`src/sbrp_pkg.sv`:
```
package sbrp_pkg;

    localparam int MAX_PACKET_BYTES_DEF = 2048;

    localparam logic [15:0] RESP_TYPE    = 16'h0101;
    localparam logic [31:0] STUN_COOKIE  = 32'h2112A442;
    localparam logic [7:0]  FAMILY_IPV4  = 8'h01;
    localparam int          HEADER_BYTES = 20;
    localparam int          ID_BYTES     = 12;

    // Verdict codes carried on the result channel.
    localparam logic [3:0] V_OK      = 4'd0;
    localparam logic [3:0] V_TYPE    = 4'd1;
    localparam logic [3:0] V_COOKIE  = 4'd2;
    localparam logic [3:0] V_TRANS   = 4'd3;
    localparam logic [3:0] V_EMPTY   = 4'd4;
    localparam logic [3:0] V_SHORT   = 4'd5;
    localparam logic [3:0] V_NOADDR  = 4'd6;
    localparam logic [3:0] V_BADATTR = 4'd7;
    localparam logic [3:0] V_TRUNC   = 4'd8;

    typedef struct packed {
        logic [3:0]  verdict;
        logic [15:0] mapped_port;
        logic [31:0] mapped_ip;
    } result_t;

endpackage

```
`src/sbrp_parser.sv`:
```
module sbrp_parser #(
    parameter int MAX_PACKET_BYTES = sbrp_pkg::MAX_PACKET_BYTES_DEF
) (
    input  logic                aclk,
    input  logic                aresetn,
    input  logic                item_go,
    input  logic [7:0]          data_byte,
    input  logic                packet_last,
    input  logic [63:0]         tid_high,
    input  logic [31:0]         tid_low,
    output logic                res_valid,
    output sbrp_pkg::result_t   res
);

    localparam int POS_W = $clog2(MAX_PACKET_BYTES + 1);
    localparam logic [POS_W-1:0] POS_MAX = POS_W'(MAX_PACKET_BYTES);
    localparam logic [POS_W-1:0] POS_ID_FIRST = POS_W'(sbrp_pkg::HEADER_BYTES
                                                       - sbrp_pkg::ID_BYTES);
    localparam logic [POS_W-1:0] POS_HDR_LAST = POS_W'(sbrp_pkg::HEADER_BYTES - 1);

    localparam logic [2:0] PH_HEADER = 3'd0;
    localparam logic [2:0] PH_ATTR   = 3'd1;
    localparam logic [2:0] PH_SKIP   = 3'd2;
    localparam logic [2:0] PH_ADDR   = 3'd3;
    localparam logic [2:0] PH_DONE   = 3'd4;

    logic [2:0]       phase_reg, phase_next;
    logic [POS_W-1:0] pos_reg, pos_next;
    logic [15:0]      len_reg, len_next;
    logic [31:0]      acc_reg, acc_next;
    logic [15:0]      atype_reg, atype_next;
    logic [15:0]      skip_reg, skip_next;
    logic [15:0]      port_reg, port_next;
    logic             given_reg, given_next;

    logic [95:0]  tid_all;
    logic [3:0]   id_idx;
    logic [7:0]   exp_byte;
    logic [15:0]  skip_dec;
    logic [15:0]  asize;
    logic [17:0]  attr_total;
    logic [2:0]   addr_idx;
    logic         parse_en;
    logic         hit;
    logic [3:0]   code;

    assign tid_all  = {tid_high, tid_low};
    assign id_idx   = 4'(pos_reg - POS_ID_FIRST);
    assign skip_dec = skip_reg - 16'd1;
    assign asize    = acc_next[15:0];
    assign attr_total = 18'(asize) + 18'd4;
    assign addr_idx = 3'd0 - skip_reg[2:0];

    // Expected transaction ID byte for the current header position.
    always_comb begin
        exp_byte = 8'h00;
        for (int k = 0; k < sbrp_pkg::ID_BYTES; k++) begin
            if (id_idx == 4'(k)) begin
                exp_byte = tid_all[95 - 8*k -: 8];
            end
        end
    end

    always_comb begin
        phase_next = phase_reg;
        pos_next   = pos_reg;
        len_next   = len_reg;
        acc_next   = acc_reg;
        atype_next = atype_reg;
        skip_next  = skip_reg;
        port_next  = port_reg;
        given_next = given_reg;
        hit        = 1'b0;
        code       = sbrp_pkg::V_OK;
        parse_en   = !given_reg && (pos_reg < POS_MAX);

        if (parse_en) begin
            acc_next = {acc_reg[23:0], data_byte};
            case (phase_reg)
                PH_HEADER: begin
                    if (pos_reg == POS_W'(1) && acc_next[15:0] != sbrp_pkg::RESP_TYPE) begin
                        hit  = 1'b1;
                        code = sbrp_pkg::V_TYPE;
                    end
                    if (pos_reg == POS_W'(3)) begin
                        len_next = acc_next[15:0];
                    end
                    if (pos_reg == POS_W'(7) && acc_next != sbrp_pkg::STUN_COOKIE) begin
                        hit  = 1'b1;
                        code = sbrp_pkg::V_COOKIE;
                    end
                    if (pos_reg >= POS_ID_FIRST && pos_reg <= POS_HDR_LAST
                        && data_byte != exp_byte) begin
                        hit  = 1'b1;
                        code = sbrp_pkg::V_TRANS;
                    end else if (pos_reg == POS_HDR_LAST) begin
                        if (len_reg == 16'd0) begin
                            hit  = 1'b1;
                            code = sbrp_pkg::V_EMPTY;
                        end else if (len_reg < 16'd4) begin
                            hit  = 1'b1;
                            code = sbrp_pkg::V_SHORT;
                        end else begin
                            phase_next = PH_ATTR;
                            skip_next  = 16'd4;
                        end
                    end
                end
                PH_ATTR: begin
                    skip_next = skip_dec;
                    if (skip_dec == 16'd2) begin
                        atype_next = acc_next[15:0];
                    end
                    if (skip_dec == 16'd0) begin
                        if (atype_reg == 16'd0 || atype_reg == 16'd1) begin
                            if (asize != 16'd8) begin
                                hit  = 1'b1;
                                code = sbrp_pkg::V_BADATTR;
                            end else begin
                                phase_next = PH_ADDR;
                                skip_next  = 16'd8;
                            end
                        end else if (18'(len_reg) < attr_total + 18'd4) begin
                            // Not even a further attribute header would fit.
                            hit  = 1'b1;
                            code = sbrp_pkg::V_NOADDR;
                        end else begin
                            len_next = len_reg - attr_total[15:0];
                            if (asize == 16'd0) begin
                                skip_next = 16'd4;
                            end else begin
                                phase_next = PH_SKIP;
                                skip_next  = asize;
                            end
                        end
                    end
                end
                PH_SKIP: begin
                    skip_next = skip_dec;
                    if (skip_dec == 16'd0) begin
                        phase_next = PH_ATTR;
                        skip_next  = 16'd4;
                    end
                end
                PH_ADDR: begin
                    skip_next = skip_dec;
                    if (addr_idx == 3'd1 && data_byte != sbrp_pkg::FAMILY_IPV4) begin
                        hit  = 1'b1;
                        code = sbrp_pkg::V_BADATTR;
                    end
                    if (addr_idx == 3'd3) begin
                        port_next = acc_next[15:0];
                    end
                    if (addr_idx == 3'd7) begin
                        hit  = 1'b1;
                        code = sbrp_pkg::V_OK;
                    end
                end
                default: begin
                end
            endcase
        end

        if (pos_reg < POS_MAX) begin
            pos_next = pos_reg + POS_W'(1);
        end

        if (!hit && packet_last && !given_reg) begin
            hit  = 1'b1;
            code = sbrp_pkg::V_TRUNC;
        end

        if (hit) begin
            given_next = 1'b1;
            phase_next = PH_DONE;
        end

        res_valid       = hit;
        res.verdict     = code;
        res.mapped_port = (code == sbrp_pkg::V_OK) ? port_next : 16'd0;
        res.mapped_ip   = (code == sbrp_pkg::V_OK) ? acc_next : 32'd0;

        // The last byte of a packet rearms the parser for the next one.
        if (packet_last) begin
            phase_next = PH_HEADER;
            pos_next   = '0;
            len_next   = 16'd0;
            acc_next   = 32'd0;
            atype_next = 16'd0;
            skip_next  = 16'd0;
            port_next  = 16'd0;
            given_next = 1'b0;
        end
    end

    always_ff @(posedge aclk) begin
        if (!aresetn) begin
            phase_reg <= PH_HEADER;
            pos_reg   <= '0;
            len_reg   <= 16'd0;
            acc_reg   <= 32'd0;
            atype_reg <= 16'd0;
            skip_reg  <= 16'd0;
            port_reg  <= 16'd0;
            given_reg <= 1'b0;
        end else if (item_go) begin
            phase_reg <= phase_next;
            pos_reg   <= pos_next;
            len_reg   <= len_next;
            acc_reg   <= acc_next;
            atype_reg <= atype_next;
            skip_reg  <= skip_next;
            port_reg  <= port_next;
            given_reg <= given_next;
        end
    end

endmodule

```
`src/stun_binding_response_parser.sv`:
```
// Channel   | Direction | Handshake          | Payload
// ----------+-----------+--------------------+------------------------------------------
// input     | in        | s_valid / s_ready  | s_data_byte, s_packet_last
// result    | out       | m_valid / m_ready  | m_verdict, m_mapped_port, m_mapped_ip
// config    | in        | APB psel / penable | paddr, pwdata, prdata (64-bit data)
//
// One byte item can be taken in every cycle unless a held byte stalls; its verdict, if it
// decides one, is offered on m_valid from the result register (parse logic between the two
// registers). The parse state moves with each byte, so the rate is one item per cycle.
// Synchronous active-low reset clears all control state and both ID registers.
// A byte that decides a verdict waits in the input register while the result
// register is full and not being drained; other bytes flow on regardless.
module stun_binding_response_parser #(
    parameter int MAX_PACKET_BYTES = sbrp_pkg::MAX_PACKET_BYTES_DEF
) (
    input  logic        aclk,
    input  logic        aresetn,

    input  logic        s_valid,
    output logic        s_ready,
    input  logic [7:0]  s_data_byte,
    input  logic        s_packet_last,

    output logic        m_valid,
    input  logic        m_ready,
    output logic [3:0]  m_verdict,
    output logic [15:0] m_mapped_port,
    output logic [31:0] m_mapped_ip,

    input  logic        psel,
    input  logic        penable,
    input  logic        pwrite,
    input  logic [3:0]  paddr,
    input  logic [63:0] pwdata,
    output logic [63:0] prdata,
    output logic        pready
);

    logic [63:0] tid_high_reg;
    logic [31:0] tid_low_reg;

    logic        in_vld_reg;
    logic [7:0]  in_data_reg;
    logic        in_last_reg;
    logic        out_vld_reg;
    sbrp_pkg::result_t out_res_reg;

    logic              in_go;
    logic              res_valid_any;
    logic              res_valid;
    sbrp_pkg::result_t res;
    logic              cfg_wr;

    assign pready = 1'b1;
    assign cfg_wr = psel && penable && pwrite;
    assign prdata = paddr[3] ? {32'd0, tid_low_reg} : tid_high_reg;

    always_ff @(posedge aclk) begin
        if (!aresetn) begin
            tid_high_reg <= 64'd0;
            tid_low_reg  <= 32'd0;
        end else if (cfg_wr) begin
            if (paddr[3]) begin
                tid_low_reg <= pwdata[31:0];
            end else begin
                tid_high_reg <= pwdata;
            end
        end
    end

    // A held byte moves on unless it yields a result that has nowhere to go.
    assign in_go   = in_vld_reg && (!res_valid_any || !out_vld_reg || m_ready);
    assign s_ready = !in_vld_reg || in_go;

    sbrp_parser #(
        .MAX_PACKET_BYTES(MAX_PACKET_BYTES)
    ) u_parser (
        .aclk        (aclk),
        .aresetn     (aresetn),
        .item_go     (in_go),
        .data_byte   (in_data_reg),
        .packet_last (in_last_reg),
        .tid_high    (tid_high_reg),
        .tid_low     (tid_low_reg),
        .res_valid   (res_valid_any),
        .res         (res)
    );

    assign res_valid = res_valid_any && in_go;

    always_ff @(posedge aclk) begin
        if (!aresetn) begin
            in_vld_reg  <= 1'b0;
            out_vld_reg <= 1'b0;
        end else begin
            if (s_ready) begin
                in_vld_reg <= s_valid;
            end
            if (res_valid) begin
                out_vld_reg <= 1'b1;
            end else if (m_ready) begin
                out_vld_reg <= 1'b0;
            end
        end
    end

    always_ff @(posedge aclk) begin
        if (s_ready && s_valid) begin
            in_data_reg <= s_data_byte;
            in_last_reg <= s_packet_last;
        end
        if (res_valid) begin
            out_res_reg <= res;
        end
    end

    assign m_valid       = out_vld_reg;
    assign m_verdict     = out_res_reg.verdict;
    assign m_mapped_port = out_res_reg.mapped_port;
    assign m_mapped_ip   = out_res_reg.mapped_ip;

    // A new verdict never overwrites one that is still waiting.
    a_no_overwrite: assert property (@(posedge aclk) disable iff (!aresetn)
        !(res_valid && out_vld_reg && !m_ready))
        else $error("verdict overwrote a pending result item");

    // Address fields are zero unless the verdict is a success.
    a_zero_fields: assert property (@(posedge aclk) disable iff (!aresetn)
        (m_valid && m_verdict != sbrp_pkg::V_OK) |->
            (m_mapped_port == 16'd0 && m_mapped_ip == 32'd0))
        else $error("address fields set on a failing verdict");

    // Verdict codes stay within the defined set.
    a_code_range: assert property (@(posedge aclk) disable iff (!aresetn)
        m_valid |-> (m_verdict <= sbrp_pkg::V_TRUNC))
        else $error("undefined verdict code");

    // A byte held back by a full result register stays held until it drains.
    a_stall_hold: assert property (@(posedge aclk) disable iff (!aresetn)
        (in_vld_reg && !in_go) |=> in_vld_reg)
        else $error("held byte lost while stalled");

endmodule
```
`config.mk`:
```
export PLATFORM = sky130hd
export DESIGN_NAME = stun_binding_response_parser
export DESIGN_NICKNAME = d
export VERILOG_FILES = /design/src/sbrp_pkg.sv /design/src/sbrp_parser.sv /design/src/stun_binding_response_parser.sv
export SDC_FILE = /design/constraint.sdc
export NUM_CORES = 1
export LEC_CHECK = 0
export ABC_AREA = 1
export BUFFER_PORTS_ARGS = -buffer_cell sky130_fd_sc_hd__buf_2
export CAP_MARGIN = 40
export CORE_ASPECT_RATIO = 0.75
export CORE_MARGIN = 3
export CORE_UTILIZATION = 25
export DETAILED_ROUTE_END_ITERATION = 12
export PLACE_DENSITY_LB_ADDON = 0.08
export RECOVER_POWER = 50
export SLEW_MARGIN = 15
export SYNTH_ARGS = -nofsm -noshare
export SYNTH_HDL_FRONTEND = slang
export SYNTH_HIERARCHICAL = 1
export SYNTH_SLANG_ARGS = --single-unit
```
`constraint.sdc`:
```
create_clock -name aclk -period 11.7 [get_ports aclk]
set_input_delay 1.755 -clock aclk [delete_from_list [all_inputs] [get_ports aclk]]
set_output_delay 1.755 -clock aclk [all_outputs]
set_load 0.005 [all_outputs]
```
==> results of run 1 <==
## layout by cell type, fill, tap and decap left out, types with 5 or more instances in the layout
master and count:
o21ai_0 104, buf_4 24, a211oi_1 12, nand4_1 32
o22ai_1 36, clkbuf_16 36, a21oi_1 115, o211ai_1 6
dfxtp_1 209, nand3_1 200, inv_2 8, xnor2_1 9
xor2_1 22, or2_2 18, nand2_2 10, buf_2 107
nor3_1 17, nand3_2 5, nand2_1 588, clkbuf_2 8
clkinv_2 12, edfxtp_1 61, inv_1 316, nor2_2 39
nor2_1 439, ha_1 40, nor4_1 14, o21ai_1 8
clkbuf_1 89
## final cells by class
cell class / count / area (um2)
Fill cell: 7243 / 45100
Multi-Input combinational cell: 1764 / 8420
Sequential cell: 270 / 6020
Inverter: 326 / 1220
Timing Repair Buffer: 230 / 1170
Tap cell: 861 / 1080
Clock buffer: 44 / 961
Clock inverter: 20 / 183
Antenna cell: 1 / 2.50
## cells by family (layout without fill, tap and decap cells)
group | after synthesis | after routing | synth area share
flip-flops | 270 | 270 | 0.368
other | 1 | 2 | 0.000229
AO/OA/AOI/OAI | 304 | 304 | 0.103
adder cells (fa/ha/maj) | 41 | 41 | 0.0318
buffers and inverters | 449 | 620 | 0.117
AND/OR/NAND/NOR | 1387 | 1387 | 0.364
XOR/XNOR | 31 | 31 | 0.0166
## per-layer routing
metal | vias to the layer above | part of all wire | GRT usage
met5 | - | 0 | 0
met4 | 0 | 0.015 | 0.0353
met3 | 52 | 0.053 | 0.0270
met2 | 331 | 0.41 | 0.255
met1 | 7732 | 0.52 | 0.271
li1 | 8196 | - | -
## stage by stage
step	power, uW	hold slack [ns]	instances
final	2540	0.458	3516
after global placement	1470	0.444	3438
after detailed placement	1470	0.451	3451
after global routing	2680	0.479	3515
after floorplan	1330	0.435	2483
after CTS	2590	0.459	3515
## final timing paths
| check | end | slack (ns) | cells after the start |
|---|---|---|---|
| setup / recovery | s_ready | 2.94 | 36 |
| hold / removal | u_parser/atype_reg[7] | 0.46 | 2 |
| setup reg to reg | u_parser/pos_reg[9] | 3.16 | 46 |
| hold reg to reg | u_parser/atype_reg[7] | 0.46 | 2 |
## worst max-delay path, delay by kind of cell (launching register included)
| kind | cells | cell delay, ns |
|---|---|---|
| buffers and inverters | 5 | 1.07 |
| and+or+nand+nor | 28 | 4.17 |
| adders and majority gates | 2 | 0.60 |
| xor gates and xnor gates | 1 | 0.19 |
| DFF | 1 | 0.38 |
## power breakdown
part | switching (uW) | leakage [uW] | internal [uW] | total [uW]
Sequential | 32.7 | 0.00229 | 988 | 1020
Clock | 460 | 0.000572 | 633 | 1090
Combinational | 294 | 0.00557 | 135 | 428
==> flow_summary.ini, run 1 <==
[outcome]
outcome = finished, violations left
violations = capacitance limit, slew limit

[route]
drtAntennaViolNets = 0
vias = 16300
firstDrtPassIters = 5
drcViolationCount = 0
dr.first_iter.drc_count = 1160
wl_per_cell_um = 17.4
drt-total-wl_um = 61300
viasPerCell = 4.64

[global_routing]
grt_pass1_wl_um = 93000
grt_pass1_vias = 15200
overflow = 0
grt_usage = 0.175
grt_start_max_net_pins = 68
antenna_found_initial = 1

[timing]
setup_viol = 0
drv_slew = 230
period_minus_slack_ns = 8.76
hold_viol = 0
layout_setup_ws_ns = 2.94
fin_skew_ns = 0.0259
rsz0062_at_grt = no
worst_slew_pin_slew_ns = 2.83
max_freq_mhz = 114
finalSetupTns_ns = 0
slew_headroom = -0.889
post-route-period-util = 0.749

[logic_synthesis]
syn_area_um2 = 16300
synth_top_area_share = 0.256
ys_types = 57
ys_ff_latch = 270
post-synth-top-count-cell = nand2_1
synth_nets = 2608
synth_area_leaders = dfxtp_1 (26%), nand2_1 (13%), edfxtp_1 (11%), nor2_1 (10%), inv_1 (7.3%)
synth_common_cells = nand2_1 (588), nor2_1 (437), inv_1 (317)
synth_area_leader_cell = dfxtp_1
synth_enable_flop_cells = 61
synth_cells = 2483
synthArstFlopShare = 0
yosys_warnings = 6
yosysSeqAreaShare = 0.368
synth.avg_cell_area_um2 = 6.58
synthFlopType = dfxtp_1

[final_layout]
syn2layout_area_growth_pct = 16.6
final_core_util = 0.297
fin_area_um2 = 19100
largest_reg_flops = 64
layout-drive-gt1-share = 0.112
layout.nets = 2753

[floorplan]
core_area_um2 = 64200
die_area_um2 = 68500
initial_core_util = 0.255
rows = 80
die_h_um = 227
fp.dieW_um = 301
ios = 203

[place]
port_buffers = 198
gp_congestion = 0.863
hpwl_um = 45400
pre_cts_slack_ns = 3.30
place_area_um2 = 18100

[critical_path]
cp-startpoint = u_parser/pos_reg[11]
cp.arrival_ns = 7.00
cp-start-kind = register
r2r_start = u_parser/pos_reg[11]
slowest_delay_ns = 0.49
setup.worst_path.end_class = output pin
cp.required_ns = 9.95
path_max_fanout = 41
cpMostUsedCell = nand2_1
crit_slowest_cell = buf_4
crit_type = reg2out

[pwr]
ir_drop_mv = 0.0948
leakagePower_uw = 0.00843
power_density_nw_per_um2 = 133

[clocking]
clock_path_buffers = 3
cts.clk_slew.worst_paths_ns = 0.06
cts.sinks = 270
post_cts_resized = 0
postCtsSetupBuffers = 0
cts_tree = built
cts-root-buf = clkbuf_16
holdBufCountCts = 0
clk_latency_ns = 0.56
h-tree-depth = 2
cts_made_buffers = 36

[min_path]
worstHoldStart = u_parser/atype_reg[7]
hold_path_class = reg2reg

[job]
cap_violations = 5
(Power assumes the default switching activity.)
==> run 2, diff against run 1 <==
==> constraint.sdc (replaced) <==
create_clock -name aclk -period 7.9 [get_ports aclk]
set_input_delay 1.185 -clock aclk [delete_from_list [all_inputs] [get_ports aclk]]
set_output_delay 1.185 -clock aclk [all_outputs]
set_load 0.005 [all_outputs]
==> run 2 against run 1 <==
Against the previous run:
- the flow still finishes with violations (capacitance limit, slew limit)
- design area increased by 0.81%
- die area did not move
- largest power group unchanged
- largest cell class unchanged
- via count up 0.53%
==> flow_summary.ini, run 2 (synthesis results as in run 1) <==
[outcome]
outcome = finished, violations left
violations = capacitance limit, slew limit

[critical_path]
r2r.worst_path.cells = 41
cp-start-kind = register
crit_slowest_cell = dfxtp_1
cp.arrival_ns = 6.03
setup.worst_path.end_class = output pin
r2r-end = u_parser/port_reg[8]
crit_type = reg2out
reg2reg_setup_slack_ns = 0.92
slowest_delay_ns = 0.38
path_max_fanout = 17
cpMostUsedCell = nand2_1
cp.required_ns = 6.71
r2r_start = u_parser/pos_reg[11]

[global_routing]
grt_pass1_vias = 15200
grt_pass1_wl_um = 93500
antenna_found_initial = 0
overflow = 0
grt_start_max_net_pins = 69
grt_usage = 0.176

[timing]
finalSetupTns_ns = 0
rsz0062_at_grt = no
drv_slew = 47
fin_skew_ns = 0.0192
slew_headroom = -0.615
max_freq_mhz = 139
post-route-period-util = 0.913
worst_slew_pin_slew_ns = 2.42
setup_viol = 0
hold_viol = 0
layout_setup_ws_ns = 0.687
period_minus_slack_ns = 7.21
holdWs_ns = 0.461

[place]
hpwl_um = 46300
gp_congestion = 0.849
port_buffers = 198
pre_cts_slack_ns = 0.744
place_area_um2 = 18200

[final_layout]
fin_area_um2 = 19200
largest_reg_flops = 64
final_common_cell = nand2_1
nFillCells = 7201
multi_input_area_um2 = 8440
final_cell_mix = nand2_1 (588), nor2_1 (438), inv_1 (316)
layout.nets = 2760
syn2layout_area_growth_pct = 17.5
layout-drive-gt1-share = 0.120
regArea_um2 = 6020
n_antenna_cell = 0

[pwr]
power_density_nw_per_um2 = 198
power_switching_share = 0.300
combPwrFrac = 0.168
p_int_uw = 2670
total_power_uw = 3810
seqPwrFrac = 0.397
netSwitchingPower_uw = 1140
clkPwrFrac = 0.435
leakagePower_uw = 0.00854
ir_drop_mv = 0.113

[floorplan]
rows = 80
initial_core_util = 0.255
die_h_um = 227
fp.dieW_um = 301
core_area_um2 = 64200
die_area_um2 = 68500
ios = 203

[clocking]
clk_latency_ns = 0.55
h-tree-depth = 2
cts.sinks = 270
postCtsSetupBuffers = 0
cts_made_buffers = 35
clock_path_buffers = 3
cts-root-buf = clkbuf_16
cts_tree = built
cts.clk_slew.worst_paths_ns = 0.06

[route]
vias = 16400
wl_per_cell_um = 17.5
drtAntennaViolNets = 0
dr.first_iter.drc_count = 1152
viasPerCell = 4.65
firstDrtPassIters = 5
drcViolationCount = 0
drt-total-wl_um = 61600

[min_path]
worstHoldStart = u_parser/atype_reg[14]
hold_depth = 2
hold_end = u_parser/atype_reg[14]
hold_path_class = reg2reg

[job]
cap_violations = 1
run 2: worst max-delay path: cells and delay by family, from the launching register on:
kind | cells | cell delay, ns
fa+ha+maj | 2 | 0.60
compound gates | 1 | 0.12
flops | 1 | 0.38
buf+inv | 6 | 0.70
simple gates | 26 | 3.48
xor+xnor | 1 | 0.17
run 2: metrics by stage:
step | util | std cells
2_1_floorplan | - | 2483
3_3_place_gp | 0.280 | 3447
3_5_place_dp | 0.283 | 3458
4_1_cts | 0.301 | 3522
5_1_grt | 0.299 | 3523
6_report | 0.299 | 3523
run 2: repair_timing:
| action | 4_1_cts | 5_1_grt |
|---|---|---|
| endpoints found under the setup margin | 0 | 25 |
| gates resized for setup | 0 | 2 |
| hold buffers | 0 | 0 |
run 2: layout make-up:
type,count,area share
clock buffers,45,0.0502
clock inverters,19,0.0110
inverters,326,0.0637
multi-input cells,1764,0.440
flip-flops and latches,270,0.313
well taps,861,0.0561
repair buffers,238,0.0664
run 2: worst max-delay path by stage:
stage	from	end	slack, ns	cells past startpoint
after floorplan	in_last_reg	u_parser/pos_reg[9]	2.03	45
after global placement	u_parser/pos_reg[11]	u_parser/atype_reg[5]	0.80	43
after detailed placement	u_parser/pos_reg[11]	u_parser/acc_reg[23]	0.74	41
after CTS	u_parser/pos_reg[11]	s_ready	0.50	36
after global routing	u_parser/pos_reg[11]	s_ready	0.06	36
final	u_parser/pos_reg[11]	s_ready	0.69	36
run 2: power groups by stage:
stage | logic [uW] | clock network, uW | registers [uW]
after floorplan | 443 | 0 | 1520
after global placement | 633 | 0 | 1540
after detailed placement | 642 | 0 | 1540
after CTS | 645 | 1720 | 1510
after global routing | 725 | 1760 | 1520
final | 640 | 1660 | 1510
run 2: layer usage:
metal	GRT usage	vias to the layer above	routed length (um)	share of wire
met1	0.274	7696	32100	0.52
li1	-	8192	-	-
met5	0	-	0	0
met3	0.0276	64	3540	0.058
met2	0.251	445	24800	0.40
met4	0.0421	0	1150	0.019
==> run 3, diff against run 2 <==
==> constraint.sdc (replaced) <==
create_clock -name aclk -period 7.32 [get_ports aclk]
set_input_delay 1.098 -clock aclk [delete_from_list [all_inputs] [get_ports aclk]]
set_output_delay 1.098 -clock aclk [all_outputs]
set_load 0.005 [all_outputs]
==> run 3 against run 2 <==
Against the previous run:
- the flow still finishes with violations (capacitance limit, slew limit)
- register-to-register slack got worse by 0.16 ns
- combinational power increased by 7.7%
- largest power group unchanged
- critical path depth decreased by 5
- sequential cell count unchanged
- non-clock buffer count increased by 9
==> flow_summary.ini, run 3 (synthesis results as in run 1) <==
[place]
place_area_um2 = 18200
port_buffers = 198
gp_congestion = 0.863
placedCellCount = 3467
hpwl_um = 46200

[clocking]
clk_latency_ns = 0.56
holdBufCountCts = 0
cts.sinks = 270
clock_path_buffers = 3
cts-root-buf = clkbuf_16
cts.clk_slew.worst_paths_ns = 0.06
cts_tree = built
h-tree-depth = 2
cts_made_buffers = 34

[global_routing]
overflow = 0
grt_start_max_net_pins = 72
grt_pass1_wl_um = 93800
grt_usage = 0.177
antenna_found_initial = 1
grt_pass1_vias = 15300

[timing]
worst_slew_pin_slew_ns = 2.44
setup_viol = 0
hold_viol = 0
fin_skew_ns = 0.0340
holdWs_ns = 0.461
max_freq_mhz = 149
slew_headroom = -0.625
post-route-period-util = 0.918
drv_slew = 132
period_minus_slack_ns = 6.72
finalSetupTns_ns = 0
rsz0062_at_grt = no

[critical_path]
r2r.worst_path.cells = 38
reg2reg_setup_slack_ns = 0.76
r2r-end = u_parser/len_reg[3]
setup.worst_path.end_class = output pin
cp-startpoint = in_last_reg
cp.required_ns = 6.22
cp.arrival_ns = 5.63
cpMostUsedCell = nand2_1
crit_type = reg2out
r2r_start = in_last_reg
slowest_delay_ns = 0.54
path_max_fanout = 25
crit_slowest_cell = edfxtp_1
cp-start-kind = register

[min_path]
hold_path_class = reg2reg
hold_end = u_parser/atype_reg[12]
hold_depth = 2
worstHoldStart = u_parser/atype_reg[12]

[pwr]
combPwrFrac = 0.171
seqPwrFrac = 0.405
clkPwrFrac = 0.424
ir_drop_mv = 0.181
power_switching_share = 0.305
p_int_uw = 2800
netSwitchingPower_uw = 1230
leakagePower_uw = 0.00849
power_density_nw_per_um2 = 210

[job]
cap_violations = 3

[route]
firstDrtPassIters = 5
drtAntennaViolNets = 0
wl_per_cell_um = 17.6
vias = 16400
drt-total-wl_um = 62100
viasPerCell = 4.64
drcViolationCount = 0
dr.first_iter.drc_count = 1296

[final_layout]
final_common_cell = nand2_1
layout-drive-gt1-share = 0.116
layout.nets = 2768
final_cell_mix = nand2_1 (586), nor2_1 (446), inv_1 (316)
final_core_util = 0.298
fin_area_um2 = 19100
final_cells = 3526
syn2layout_area_growth_pct = 17.1
n_antenna_cell = 0
largest_reg_flops = 64

[floorplan]
die_h_um = 227
initial_core_util = 0.255
core_area_um2 = 64200
fp.dieW_um = 301
die_area_um2 = 68500
rows = 80
ios = 203

[outcome]
violations = capacitance limit, slew limit
outcome = finished, violations left
run 3: layer usage:
| metal | GRT usage | wire, um | vias to the layer above | share of wire |
|---|---|---|---|---|
| met1 | 0.275 | 32700 | 7714 | 0.53 |
| met5 | 0 | 0 | - | 0 |
| met3 | 0.0204 | 3020 | 49 | 0.049 |
| met4 | 0.0294 | 743 | 0 | 0.012 |
| met2 | 0.263 | 25600 | 377 | 0.41 |
| li1 | - | - | 8210 | - |
run 3: stage by stage:
step / setup WS (ns) / total power, uW
6_report: 0.597 / 4030
5_1_grt: 0.0332 / 4240
4_1_cts: 0.175 / 4100
3_5_place_dp: 0.169 / 2360
3_3_place_gp: 0.233 / 2350
2_1_floorplan: 1.45 / 2120
run 3: power groups by stage:
stage | sequential [uW] | combinational, uW | clock, uW
2_1_floorplan | 1640 | 478 | 0
3_3_place_gp | 1660 | 689 | 0
3_5_place_dp | 1670 | 694 | 0
4_1_cts | 1630 | 697 | 1770
5_1_grt | 1640 | 779 | 1820
6_report | 1630 | 689 | 1710
run 3: how the worst max path moves through the flow:
stage                                 endpoint  cells after the start
after floorplan            u_parser/pos_reg[9]                     45
after global placement    u_parser/port_reg[0]                     42
after detailed placement  u_parser/port_reg[7]                     42
after CTS                              s_ready                     37
after global routing                   s_ready                     37
final                                  s_ready                     31
run 3: timing repair:
action / CTS / global route
endpoints found under the setup margin: 0 / 130
resized for setup: 0 / 9
buffers inserted: 0 / 1
run 3: final cells by class:
cell class                 count  area (um2)
inverter                     326        1220
fill                        7240       45000
sequential                   270        6020
timing repair buffer         247        1330
clock inverter                13         159
multi-input combinational   1764        8420
clock buffer                  45         923
tap                          861        1080
run 3: worst max-delay path, delay by kind of cell (launching register included):
family | cells | cell delay, ns
AND/OR/NAND/NOR | 21 | 2.40
buffers and inverters | 7 | 1.27
XOR/XNOR | 2 | 0.56
flip-flops | 1 | 0.54
adder cells (fa/ha/maj) | 1 | 0.28
